## config.mk

```make
export PLATFORM = sky130hd
export DESIGN_NAME = uart_tx_8n1_timed_top_flat
export DESIGN_NICKNAME = d
export VERILOG_FILES = /design/src/rtl/core/utx_pkg.sv /design/src/rtl/core/utx_in_if.sv /design/src/rtl/core/utx_out_if.sv /design/src/rtl/core/utx_front.sv /design/src/rtl/core/utx_back.sv /design/src/rtl/core/uart_tx_8n1_timed_top.sv /design/src/flat_wrapper.sv
export SDC_FILE = /design/constraint.sdc
export NUM_CORES = 1
export LEC_CHECK = 0
export ABC_AREA = 1
export BUFFER_PORTS_ARGS = -buffer_cell sky130_fd_sc_hd__buf_2
export CELL_PAD_IN_SITES_DETAIL_PLACEMENT = 0
export CELL_PAD_IN_SITES_GLOBAL_PLACEMENT = 1
export CORE_MARGIN = 4
export CORE_UTILIZATION = 49
export DETAILED_ROUTE_END_ITERATION = 10
export HOLD_SLACK_MARGIN = 0.1
export PLACE_DENSITY = 0.83
export SKIP_LAST_GASP = 1
export SYNTH_ARGS = -nofsm -noshare
export SYNTH_HDL_FRONTEND = slang
export SYNTH_SLANG_ARGS = --single-unit
```

## constraint.sdc

```tcl
create_clock -name clk -period 3.6 [get_ports clk]
set_clock_uncertainty 0.15 [all_clocks]
set_input_delay 0.72 -clock clk [delete_from_list [all_inputs] [get_ports clk]]
set_output_delay 0.72 -clock clk [all_outputs]
set_load 0.05 [all_outputs]
```

## src/rtl/core/utx_pkg.sv

```systemverilog
// Shared types, codes and helper functions for the 8N1 serial transmitter.
// No dependencies; the front end, back end and top level import this package.
package utx_pkg;

	// Configuration register indexes
	localparam logic [1:0] CFG_PRESCALE_SELECT = 2'd0;
	localparam logic [1:0] CFG_BIT_TOP         = 2'd1;
	localparam logic [1:0] CFG_STOP_BIT_COUNT  = 2'd2;

	// Reset values of the configuration registers
	localparam logic [2:0] PRESCALE_SELECT_RST = 3'd0;
	localparam logic [7:0] BIT_TOP_RST         = 8'd0;
	localparam logic [3:0] STOP_BIT_COUNT_RST  = 4'd1;

	localparam logic [3:0] DATA_BITS     = 4'd8;
	localparam logic [3:0] MAX_STOP_BITS = 4'd8;

	// Item kind after classification
	typedef enum logic {
		OP_TICK = 1'b0,
		OP_SEND = 1'b1
	} op_t;

	// Frame phase of the transmitter
	typedef enum logic [1:0] {
		PH_IDLE  = 2'd0,
		PH_START = 2'd1,
		PH_DATA  = 2'd2,
		PH_STOP  = 2'd3
	} phase_t;

	// Classified command held in the queue between front and back
	typedef struct packed {
		op_t        op;
		logic [7:0] data_byte;
	} cmd_t;

	// Configuration write as it travels from the top level to the engine
	typedef struct packed {
		logic       we;
		logic [1:0] index;
		logic [7:0] data;
	} cfg_wr_t;

	// Prescaler terminal count: divisor minus one; codes four and above divide by 1024
	function automatic logic [9:0] prescale_last(input logic [2:0] sel);
		logic [9:0] last;
		case (sel)
			3'd0: last = 10'd0;
			3'd1: last = 10'd7;
			3'd2: last = 10'd63;
			3'd3: last = 10'd255;
			default: last = 10'd1023;
		endcase
		return last;
	endfunction

	// Stop bits actually sent: zero means one, above eight means eight
	function automatic logic [3:0] stop_bits_used(input logic [3:0] cnt);
		logic [3:0] used;
		if (cnt == 4'd0) begin
			used = 4'd1;
		end else if (cnt > MAX_STOP_BITS) begin
			used = MAX_STOP_BITS;
		end else begin
			used = cnt;
		end
		return used;
	endfunction

endpackage

```

## src/rtl/core/utx_in_if.sv

```systemverilog
// Input channel of the transmitter: valid/ready plus the item fields.
// Stand-alone interface, no dependencies.
interface utx_in_if;
	logic       valid;
	logic       ready;
	logic       kind;
	logic [7:0] data_byte;

	modport source (output valid, output kind, output data_byte, input ready);
	modport sink (input valid, input kind, input data_byte, output ready);
endinterface

```

## src/rtl/core/utx_out_if.sv

```systemverilog
// Result channel of the transmitter: valid/ready plus the result fields.
// Stand-alone interface, no dependencies.
interface utx_out_if;
	logic valid;
	logic ready;
	logic tx_line;
	logic busy_res;
	logic send_refused;

	modport source (output valid, output tx_line, output busy_res, output send_refused,
		input ready);
	modport sink (input valid, input tx_line, input busy_res, input send_refused,
		output ready);
endinterface

```

## src/rtl/core/utx_front.sv

```systemverilog
// Front end: takes input transfers, classifies them and queues them (two entries).
// Depends on utx_pkg and utx_in_if.
module utx_front import utx_pkg::*; (
	input  logic           clk,
	input  logic           arst_n,
	utx_in_if.sink         item,
	output logic           q_valid,
	output cmd_t           q_cmd,
	input  logic           q_ready
);

	localparam logic [1:0] QDEPTH = 2'd2;

	cmd_t       entry_q [2];
	logic       wr_ptr_q;
	logic       rd_ptr_q;
	logic [1:0] count_q;
	logic       push;
	logic       pop;
	cmd_t       cmd_in;

	// Classify the incoming item
	always_comb begin
		cmd_in.op        = item.kind ? OP_SEND : OP_TICK;
		cmd_in.data_byte = item.data_byte;
	end

	assign item.ready = (count_q != QDEPTH);
	assign push       = item.valid && item.ready;
	assign q_valid    = (count_q != 2'd0);
	assign pop        = q_valid && q_ready;
	assign q_cmd      = entry_q[rd_ptr_q];

	// Queue storage
	always_ff @(posedge clk) begin
		if (push) begin
			entry_q[wr_ptr_q] <= cmd_in;
		end
	end

	// Queue pointers and fill count
	always_ff @(posedge clk or negedge arst_n) begin
		if (!arst_n) begin
			wr_ptr_q <= 1'b0;
			rd_ptr_q <= 1'b0;
			count_q  <= 2'd0;
		end else begin
			if (push) begin
				wr_ptr_q <= ~wr_ptr_q;
			end
			if (pop) begin
				rd_ptr_q <= ~rd_ptr_q;
			end
			case ({push, pop})
				2'b10: count_q <= count_q + 2'd1;
				2'b01: count_q <= count_q - 2'd1;
				default: count_q <= count_q;
			endcase
		end
	end

endmodule

```

## src/rtl/core/utx_back.sv

```systemverilog
// Back end: configuration registers, timebase, frame sequencer and result register.
// Depends on utx_pkg and utx_out_if.
module utx_back import utx_pkg::*; (
	input  logic           clk,
	input  logic           arst_n,
	input  cfg_wr_t        cfg_wr,
	input  logic           q_valid,
	input  cmd_t           q_cmd,
	output logic           q_ready,
	utx_out_if.source      result
);

	// Configuration
	logic [2:0] prescale_select_q;
	logic [7:0] bit_top_q;
	logic [3:0] stop_bit_count_q;

	// Transmitter state
	phase_t     phase_q, phase_d;
	logic [7:0] shift_q, shift_d;
	logic [3:0] bits_left_q, bits_left_d;
	logic [9:0] pre_cnt_q, pre_cnt_d;
	logic [7:0] bit_tmr_q, bit_tmr_d;
	logic       line_q, line_d;
	logic       refused_d;
	logic       bit_end;

	// Result register
	logic res_valid_q;
	logic res_line_q;
	logic res_busy_q;
	logic res_refused_q;
	logic step;

	assign q_ready = !res_valid_q || result.ready;
	assign step    = q_valid && q_ready;

	// Configuration writes
	always_ff @(posedge clk or negedge arst_n) begin
		if (!arst_n) begin
			prescale_select_q <= PRESCALE_SELECT_RST;
			bit_top_q         <= BIT_TOP_RST;
			stop_bit_count_q  <= STOP_BIT_COUNT_RST;
		end else if (cfg_wr.we) begin
			case (cfg_wr.index)
				CFG_PRESCALE_SELECT: prescale_select_q <= cfg_wr.data[2:0];
				CFG_BIT_TOP:         bit_top_q         <= cfg_wr.data;
				CFG_STOP_BIT_COUNT:  stop_bit_count_q  <= cfg_wr.data[3:0];
				default: ;
			endcase
		end
	end

	// Next state for one command
	always_comb begin
		phase_d     = phase_q;
		shift_d     = shift_q;
		bits_left_d = bits_left_q;
		pre_cnt_d   = pre_cnt_q;
		bit_tmr_d   = bit_tmr_q;
		line_d      = line_q;
		refused_d   = 1'b0;
		bit_end     = 1'b0;

		case (q_cmd.op)
			OP_TICK: begin
				// prescaler, then bit timer on its wrap
				if (pre_cnt_q >= prescale_last(prescale_select_q)) begin
					pre_cnt_d = 10'd0;
					if (bit_tmr_q == bit_top_q) begin
						bit_tmr_d = 8'd0;
						bit_end   = 1'b1;
					end else begin
						bit_tmr_d = bit_tmr_q + 8'd1;
					end
				end else begin
					pre_cnt_d = pre_cnt_q + 10'd1;
				end

				// end of a bit time moves the frame on
				if (bit_end && (phase_q != PH_IDLE)) begin
					if (bits_left_q > 4'd1) begin
						bits_left_d = bits_left_q - 4'd1;
						if (phase_q == PH_DATA) begin
							shift_d = {1'b1, shift_q[7:1]};
							line_d  = shift_q[1];
						end
					end else begin
						case (phase_q)
							PH_START: begin
								phase_d     = PH_DATA;
								bits_left_d = DATA_BITS;
								line_d      = shift_q[0];
							end
							PH_DATA: begin
								phase_d     = PH_STOP;
								shift_d     = 8'hff;
								bits_left_d = stop_bits_used(stop_bit_count_q);
								line_d      = 1'b1;
							end
							default: begin
								phase_d     = PH_IDLE;
								bits_left_d = 4'd0;
								line_d      = 1'b1;
							end
						endcase
					end
				end
			end
			OP_SEND: begin
				if (phase_q != PH_IDLE) begin
					refused_d = 1'b1;
				end else begin
					// start bit; timebase restarts so it lasts a full bit time
					phase_d     = PH_START;
					shift_d     = q_cmd.data_byte;
					bits_left_d = 4'd1;
					pre_cnt_d   = 10'd0;
					bit_tmr_d   = 8'd0;
					line_d      = 1'b0;
				end
			end
			default: ;
		endcase
	end

	// State registers
	always_ff @(posedge clk or negedge arst_n) begin
		if (!arst_n) begin
			phase_q     <= PH_IDLE;
			shift_q     <= 8'hff;
			bits_left_q <= 4'd0;
			pre_cnt_q   <= 10'd0;
			bit_tmr_q   <= 8'd0;
			line_q      <= 1'b1;
		end else if (step) begin
			phase_q     <= phase_d;
			shift_q     <= shift_d;
			bits_left_q <= bits_left_d;
			pre_cnt_q   <= pre_cnt_d;
			bit_tmr_q   <= bit_tmr_d;
			line_q      <= line_d;
		end
	end

	// Result valid flag
	always_ff @(posedge clk or negedge arst_n) begin
		if (!arst_n) begin
			res_valid_q <= 1'b0;
		end else if (q_ready) begin
			res_valid_q <= q_valid;
		end
	end

	// Result payload
	always_ff @(posedge clk) begin
		if (step) begin
			res_line_q    <= line_d;
			res_busy_q    <= (phase_d != PH_IDLE);
			res_refused_q <= refused_d;
		end
	end

	assign result.valid        = res_valid_q;
	assign result.tx_line      = res_line_q;
	assign result.busy_res     = res_busy_q;
	assign result.send_refused = res_refused_q;

endmodule

```

## src/rtl/core/uart_tx_8n1_timed_top.sv

```systemverilog
// 8N1 serial transmitter with programmable prescaler, bit time and stop bits.
// Throughput: one item per cycle while results are taken; one result transfer per item.
// Path: an item is written into the queue at its input transfer; the engine then steps it
// into the result register, and this step waits while the result stalls.
// Reset: asynchronous, clears queue, result register, frame state and registers.
// Depends on utx_pkg, utx_in_if, utx_out_if, utx_front and utx_back.
module uart_tx_8n1_timed_top import utx_pkg::*; (
	input  logic           clk,
	input  logic           arst_n,
	utx_in_if.sink         item,
	utx_out_if.source      result,
	input  logic           cfg_we,
	input  logic [1:0]     cfg_index,
	input  logic [7:0]     cfg_data
);

	logic    q_valid;
	logic    q_ready;
	cmd_t    q_cmd;
	cfg_wr_t cfg_wr;

	// Configuration write bundle
	always_comb begin
		cfg_wr.we    = cfg_we;
		cfg_wr.index = cfg_index;
		cfg_wr.data  = cfg_data;
	end

	utx_front u_front (
		.clk     (clk),
		.arst_n  (arst_n),
		.item    (item),
		.q_valid (q_valid),
		.q_cmd   (q_cmd),
		.q_ready (q_ready)
	);

	utx_back u_back (
		.clk     (clk),
		.arst_n  (arst_n),
		.cfg_wr  (cfg_wr),
		.q_valid (q_valid),
		.q_cmd   (q_cmd),
		.q_ready (q_ready),
		.result  (result)
	);

endmodule
```

## src/flat_wrapper.sv

```systemverilog
// flat-port wrapper written by rule: the top's interface ports become plain ports
module uart_tx_8n1_timed_top_flat import utx_pkg::*;
  (clk, arst_n, cfg_we, cfg_index, cfg_data, item_valid, item_kind, item_data_byte, item_ready, result_valid, result_tx_line, result_busy_res, result_send_refused, result_ready);
  utx_in_if item_i ();
  utx_out_if result_i ();
  input  logic clk;
  input  logic arst_n;
  input  logic cfg_we;
  input  logic [1:0] cfg_index;
  input  logic [7:0] cfg_data;
  input wire logic [$bits(item_i.valid)-1:0] item_valid;
  input wire logic [$bits(item_i.kind)-1:0] item_kind;
  input wire logic [$bits(item_i.data_byte)-1:0] item_data_byte;
  output wire logic [$bits(item_i.ready)-1:0] item_ready;
  output wire logic [$bits(result_i.valid)-1:0] result_valid;
  output wire logic [$bits(result_i.tx_line)-1:0] result_tx_line;
  output wire logic [$bits(result_i.busy_res)-1:0] result_busy_res;
  output wire logic [$bits(result_i.send_refused)-1:0] result_send_refused;
  input wire logic [$bits(result_i.ready)-1:0] result_ready;
  assign item_i.valid = item_valid;
  assign item_i.kind = item_kind;
  assign item_i.data_byte = item_data_byte;
  assign item_ready = item_i.ready;
  assign result_valid = result_i.valid;
  assign result_tx_line = result_i.tx_line;
  assign result_busy_res = result_i.busy_res;
  assign result_send_refused = result_i.send_refused;
  assign result_i.ready = result_ready;
  uart_tx_8n1_timed_top u_core (.clk(clk), .arst_n(arst_n), .item(item_i), .result(result_i), .cfg_we(cfg_we), .cfg_index(cfg_index), .cfg_data(cfg_data));
endmodule
```

==> results of run 1 <==
[how the worst max path moves through the flow]
stage	cells past startpoint	start	slack, ps	to
floorplan	14	u_core.u_back.prescale_select_q[2]$_DFFE_PN0P_	1350	u_core.u_back.result.busy_res$_DFFE_PP_
global placement	14	u_core.u_back.prescale_select_q[2]$_DFFE_PN0P_	930	u_core.u_back.bit_tmr_q[6]$_DFFE_PN0P_
detailed placement	14	u_core.u_back.prescale_select_q[2]$_DFFE_PN0P_	920	u_core.u_back.bit_tmr_q[6]$_DFFE_PN0P_
CTS	14	u_core.u_back.prescale_select_q[2]$_DFFE_PN0P_	900	u_core.u_back.bit_tmr_q[6]$_DFFE_PN0P_
global route	14	u_core.u_back.prescale_select_q[2]$_DFFE_PN0P_	590	u_core.u_back.bit_tmr_q[6]$_DFFE_PN0P_
finish	14	u_core.u_back.prescale_select_q[2]$_DFFE_PN0P_	920	u_core.u_back.bit_tmr_q[6]$_DFFE_PN0P_
[power groups by stage]
stage                     clock network (W)  registers, W  logic [W]
after floorplan                           0       0.00137    0.00113
after global placement                    0       0.00135    0.00146
after detailed placement                  0       0.00135    0.00147
after CTS                          0.000845       0.00134    0.00148
after global routing               0.000884       0.00137    0.00168
final                              0.000831       0.00134    0.00146
[logic make-up (layout without fill, tap and decap cells)]
family	after synthesis	in the layout
AO/OA/AOI/OAI	71	71
flip-flops	74	74
AND/OR/NAND/NOR	226	226
buffers and inverters	67	103
adder cells (fa/ha/maj)	19	19
XOR/XNOR	9	9
[flip-flops by register name, indices dropped and copies added (netlist names), 2 cells and up]
name,cells
u_core.u_back.phase_q,2
u_core.u_back.prescale_select_q,3
u_core.u_back.pre_cnt_q,10
u_core.u_back.stop_bit_count_q,4
u_core.u_front.entry_q,18
u_core.u_back.bit_tmr_q,8
u_core.u_front.count_q,2
u_core.u_back.bit_top_q,8
u_core.u_back.shift_q,8
u_core.u_back.bits_left_q,4
[metal layers]
layer | part of all wire | vias up | GRT usage | routed length (um)
met3 | 0.028 | 18 | 0.0264 | 224
met2 | 0.48 | 51 | 0.305 | 3840
met5 | 0 | - | 0 | 0
met4 | 0.026 | 0 | 0.0927 | 209
met1 | 0.46 | 1403 | 0.228 | 3700
li1 | - | 1603 | - | -
[layout make-up]
class	count	share of cell area
inverters	57	0.0480
flip-flops and latches	74	0.442
well taps	102	0.0286
clock buffers	10	0.0286
clock inverters	6	0.0289
repair buffers	30	0.0348
multi-input cells	325	0.389
[metrics by stage]
step / setup WS (ps) / power (W) / cells
final: 921 / 0.00364 / 604
after global routing: 586 / 0.00394 / 604
after CTS: 899 / 0.00366 / 604
after detailed placement: 920 / 0.00282 / 588
after global placement: 930 / 0.00280 / 588
after floorplan: 1350 / 0.00251 / 466
[synthesized netlist by cell type]
| master | instances | area [sq um] |
|---|---|---|
| a211oi_1 | 2 | 15.0 |
| a21o_1 | 1 | 7.51 |
| a21oi_1 | 18 | 90.1 |
| a21oi_4 | 1 | 16.3 |
| a31oi_1 | 8 | 50.1 |
| and3_1 | 1 | 6.26 |
| buf_2 | 6 | 30.0 |
| buf_4 | 1 | 7.51 |
| buf_6 | 1 | 11.3 |
| clkbuf_1 | 2 | 7.51 |
| clkinv_1 | 1 | 3.75 |
| dfrtp_1 | 43 | 1080 |
| dfstp_2 | 10 | 263 |
| edfxtp_1 | 21 | 631 |
| ha_1 | 19 | 238 |
| inv_1 | 51 | 191 |
| inv_2 | 5 | 18.8 |
| nand2_1 | 120 | 450 |
| nand2_2 | 4 | 25.0 |
| nand2_4 | 1 | 11.3 |
| nand3_1 | 23 | 115 |
| nand3_2 | 1 | 10.0 |
| nand4_1 | 13 | 81.3 |
| nor2_1 | 33 | 124 |
| nor2_2 | 1 | 6.26 |
| nor2_4 | 5 | 56.3 |
| nor3_1 | 17 | 85.1 |
| nor3_2 | 2 | 20.0 |
| nor3b_1 | 2 | 15.0 |
| nor4_1 | 2 | 12.5 |
| o211ai_1 | 1 | 7.51 |
| o21ai_0 | 32 | 160 |
| o21ai_1 | 6 | 30.0 |
| o21ai_2 | 1 | 8.76 |
| o22ai_1 | 1 | 6.26 |
| or2_1 | 1 | 6.26 |
| xnor2_1 | 1 | 8.76 |
| xor2_1 | 8 | 70.1 |
==> flow_summary.ini, run 1 <==
[floorplanning]
io_pins = 29
core_area_sq_um = 7810
dieArea_sq_um = 9610
std_cell_rows = 32
dieHeight_um = 98.0
initial_core_util = 0.509
die_x_um = 98.0

[critical_path]
endpoint_kind = flip-flop
r2r_end = u_core.u_back.bit_tmr_q[6]$_DFFE_PN0P_
worstSetupPathType = flip-flop to flip-flop
cp_slowest_cell = dfrtp_1
rr_worst_depth = 14
reg2reg_from = u_core.u_back.prescale_select_q[2]$_DFFE_PN0P_
path_delay_family = simple AND/OR/NAND/NOR gates
slowest_delay_ps = 420
critical_path_buf_inv_count = 2
cp-start-kind = flip-flop
crit_fanout = 22
cp.required_ps = 3680
worstPathArrival_ps = 2760
cpMostUsedCell = nand2_1
rrSetupSlack_ps = 920
crit_chain = nor3_1, inv_1, ha_1, inv_1, nand2_1, nand2_1, nand2_1, nand3_1, nand3_1, nor2_4, nor2_4, o21ai_1, o21ai_0, nor2_1

[sta]
max_freq_ghz = 0.373
rsz0062_at_grt = no
holdWs_ps = 168
finalHoldViolCount = 0
finalCritPeriodShare = 0.744
min_period_ps = 2680
relSlewSlack = 0.474
slew_viol_final = 0
tns_ps = 0
worst_slew_pin_slew_ps = 786
setup_violations = 0

[power]
switching_share = 0.412
comb_power_share = 0.403
clockPowerShare = 0.228
netSwitchingPower_w = 0.00150
seqPwrFrac = 0.369
p_per_area_nw_per_um2 = 816
p_leak_nw = 2.07
internal-power_w = 0.00214
irDropWorstVdd_mv = 0.565

[synthesis]
ys_types = 38
synth.avg_cell_area_sq_um = 8.52
ys_ff_latch = 74
synth-simple-area-share = 0.258
syn-instance-count = 466
synth_top_family_by_area = simple AND/OR/NAND/NOR gates
synth_nets = 509
muxShareOfSynthArea = 0
synth_compound_gate_area_share = 0.0986
yosysWarnings = 0
synth_xor_area_frac = 0.0198
seq_area_frac_synth = 0.496
synth-adder-area-share = 0.0598
synth_area_sq_um = 3970

[clock_network]
clock-sinks = 74
clockBufferDepth = 2
htreeDepth = 3
root_buffer = clkbuf_8
path_clk_slew_ps = 70
cts_tree = yes
post_cts_buffers = 0
cts_buffers = 9
cts_resized = 0
clk_latency_ps = 350
cts_hold_buffers = 0

[global_route]
antenna_found_initial = 0
grt_overflow_total = 0
grt_max_degree = 34
grt_usage = 0.182
first_global_vias = 3097
grt_pass1_wl_mm = 14.2

[detailed_routing]
vias_per_cell = 5.09
via_count = 3075
detail_route.wl_per_cell_um = 13.2
route.antenna.remaining_nets = 0
drt_iter0_drc = 131
drc = 0
drtPass1Iterations = 4
routed_wl_mm = 7.97

[final_layout]
syn_to_final_growth_pct = 12.2
antenna_cells = 0
fin_nets = 540
seqCellArea_sq_um = 1970
final_cell_mix = nand2_1 (120), inv_1 (51), dfrtp_1 (43), nor2_1 (33), o21ai_0 (32)
utilization = 0.571
drive_gt1_frac = 0.149
stdcell_area_sq_um = 4460
fill_cells = 739
layout_commonest_cell = nand2_1
multi_input_area_sq_um = 1730

[hold_path]
hp-class = input port to async pin

[run_status]
outcome = complete, no violations

[run]
drv_cap = 0

[placement]
port_buffers = 28
place_area_sq_um = 4200
gp_congestion = 0.860
dp_hpwl_mm = 5.91
No activity file was read; power rests on OpenSTA's default activity.
==> inputs of run 2 (changes only) <==
Settings changed: ABC_AREA 1 to 0, CORE_UTILIZATION 49 to 44, PLACE_DENSITY 0.83 to 0.75.
Clock period 3.6 ns to 2.3 ns, I/O delays scaled along.
==> run 2 against run 1 <==
  * The flow now finishes with violations (negative setup slack)
  * Clock power is 38% higher
  * Register-to-register slack worse by 1200 ps
  * Area after synthesis is 2.9% lower
  * Total power grew 54%
  * Critical path depth decreased by 6
  * Fmax increased by 5.7%
==> flow_summary.ini, run 2 <==
[sta]
finalHoldViolCount = 0
min_period_ps = 2540
setup_violations = 34
worst_slew_pin_slew_ps = 506
relSlewSlack = 0.662
finalCritPeriodShare = 1.10
rsz0062_at_grt = yes
max_freq_ghz = 0.394
layout_setup_ws_ps = -236
slew_viol_final = 0

[placement]
port_buffers = 28
dp_cells = 505
gp_congestion = 0.924
dp_hpwl_mm = 5.77
place_area_sq_um = 4460

[final_layout]
fill_cells = 696
syn_to_final_growth_pct = 25.7
reg.largest.list = u_core.u_front.entry_q: 18 flops, u_core.u_back.pre_cnt_q: 10 flops
fin_cells = 525
layout_commonest_cell = dfrtp_1
seqCellArea_sq_um = 1970
fin_nets = 458
utilization = 0.578
multi_input_area_sq_um = 1950
largest_reg_flops = 18
top_register = u_core.u_front.entry_q
antenna_cells = 0
final_cell_mix = dfrtp_1 (42), buf_4 (39), buf_2 (28), nor2_1 (23), nand2_1 (22)
stdcell_area_sq_um = 4850
drive_gt1_frac = 0.362

[critical_path]
cp_slowest_cell = dfrtp_1
worstSetupPathType = flip-flop to flip-flop
cp.required_ps = 2400
slowest_delay_ps = 420
crit_chain = or3_4, ha_4, nand2b_1, a211o_1, nand3_2, a211o_4, buf_6, o32a_1
cp-start-kind = flip-flop
endpoint_kind = flip-flop
crit_fanout = 7
rrSetupSlack_ps = -240
worstPathArrival_ps = 2630

[floorplanning]
core_area_sq_um = 8380
io_pins = 29
die_x_um = 102
std_cell_rows = 33
initial_core_util = 0.460
dieArea_sq_um = 10300
dieHeight_um = 102

[detailed_routing]
drc = 0
detail_route.wl_per_cell_um = 15.6
drt_iter0_drc = 106
routed_wl_mm = 8.20
drtPass1Iterations = 4
vias_per_cell = 5.37
route.antenna.remaining_nets = 0
via_count = 2817

[clock_network]
clk_latency_ps = 360
clockBufferDepth = 2
path_clk_slew_ps = 80
root_buffer = clkbuf_8
htreeDepth = 3
cts_tree = yes
clock-sinks = 74
cts_buffers = 9

[power]
netSwitchingPower_w = 0.00210
p_leak_nw = 2.15
seqPwrFrac = 0.372
clockPowerShare = 0.205
p_per_area_nw_per_um2 = 1150
switching_share = 0.375
irDropWorstVdd_mv = 0.845
internal-power_w = 0.00350
comb_power_share = 0.423

[synthesis]
seq_area_frac_synth = 0.511
syn-instance-count = 339
yosysWarnings = 0
ys_types = 54
yosysTopAreaCell = dfrtp_1
ys_ff_latch = 74
synth.avg_cell_area_sq_um = 11.4
synthArstFlopShare = 0.716
synth_area_sq_um = 3860
synth_edf_count = 21
synth_top_area_frac = 0.279
synth_area_leaders = dfrtp_1 (28%), edfxtp_1 (16%), dfstp_2 (6.8%)
synth_flop_cell = dfrtp_1
synth_nets = 382
synth_common_cells = dfrtp_1 (43), nor2_1 (27), nand2_1 (24)
synth_most_common_cell = dfrtp_1

[run]
drv_cap = 0

[global_route]
grt_pass1_wl_mm = 13.5
grt_usage = 0.170
first_global_vias = 2836
antenna_found_initial = 0
grt_max_degree = 37
grt_overflow_total = 0

[hold_path]
hp-class = input port to flip-flop

[run_status]
violations = negative setup slack
outcome = complete, but fails checks
[run 2: power by group through the flow]
stage / logic (W) / clock network (W) / registers (W)
detailed placement: 0.00226 / 0 / 0.00209
CTS: 0.00233 / 0.00117 / 0.00207
finish: 0.00236 / 0.00115 / 0.00208
floorplan: 0.00147 / 0 / 0.00216
global placement: 0.00223 / 0 / 0.00208
global route: 0.00261 / 0.00124 / 0.00213
[run 2: worst max-delay path, delay by kind of cell (launching register included)]
| kind | cells | cell delay [ps] |
|---|---|---|
| AO/OA/AOI/OAI | 3 | 810 |
| adder cells (fa/ha/maj) | 1 | 260 |
| AND/OR/NAND/NOR | 3 | 630 |
| buffers and inverters | 1 | 150 |
| flip-flops | 1 | 420 |
[run 2: timing repair]
item / in CTS / in global routing
cloned: 0 / 0
hold buffers: 1 / 0
endpoints found under the setup margin: 34 / 35
endpoints found under the hold margin: 16 / 0
buffers inserted: 3 / 0
resized for setup: 13 / 18
pin swaps: 9 / 6
[run 2: cells by family after synthesis]
| family | Yosys count | synth area share |
|---|---|---|
| AO/OA/AOI/OAI | 63 | 0.118 |
| flip-flops | 74 | 0.511 |
| buffers and inverters | 24 | 0.0269 |
| multiplexers | 34 | 0.0963 |
| adder cells (fa/ha/maj) | 19 | 0.0616 |
| AND/OR/NAND/NOR | 104 | 0.139 |
| XOR/XNOR | 21 | 0.0477 |
[run 2: area by class of cell]
class	instances	share of cell area
Clock buffer	9	0.0255
Timing Repair Buffer	73	0.107
Sequential cell	74	0.406
Multi-Input combinational cell	241	0.402
Clock inverter	7	0.0204
Tap cell	105	0.0271
Inverter	16	0.0124
[run 2: worst paths after layout]
path / startpoint / to / cells after the start
min in group asynchronous: arst_n / u_core.u_back.pre_cnt_q[8]$_DFFE_PN0P_ / 2
hold reg to reg: u_core.u_front.wr_ptr_q$_DFFE_PN0P_ / u_core.u_front.wr_ptr_q$_DFFE_PN0P_ / 1
setup reg to reg: u_core.u_back.prescale_select_q[1]$_DFFE_PN0P_ / u_core.u_back.bits_left_q[0]$_DFFE_PN0P_ / 8
hold / removal: item_data_byte[4] / u_core.u_front.entry_q[1][4]$_DFFE_PP_ / 1
max in group asynchronous: arst_n / u_core.u_back.shift_q[7]$_DFFE_PN1P_ / 3
setup / recovery: u_core.u_back.prescale_select_q[1]$_DFFE_PN0P_ / u_core.u_back.bits_left_q[0]$_DFFE_PN0P_ / 8
[run 2: through the flow]
stage	setup TNS, ps	setup WS [ps]	total power (W)	hold slack (ps)
2_1_floorplan	-1120	-118	0.00363	14.4
3_3_place_gp	-3490	-249	0.00431	296
3_5_place_dp	-4270	-278	0.00435	292
4_1_cts	-4160	-184	0.00557	120
5_1_grt	-7720	-306	0.00598	114
6_report	-4350	-236	0.00559	135
[run 2: per-layer routing]
metal,vias to the layer above,wire length (um),track usage,part of all wire
met5,-,0,0,0
met4,0,271,0.0787,0.033
met3,23,324,0.0475,0.040
met2,59,3700,0.263,0.45
met1,1349,3900,0.222,0.48
li1,1386,-,-,-
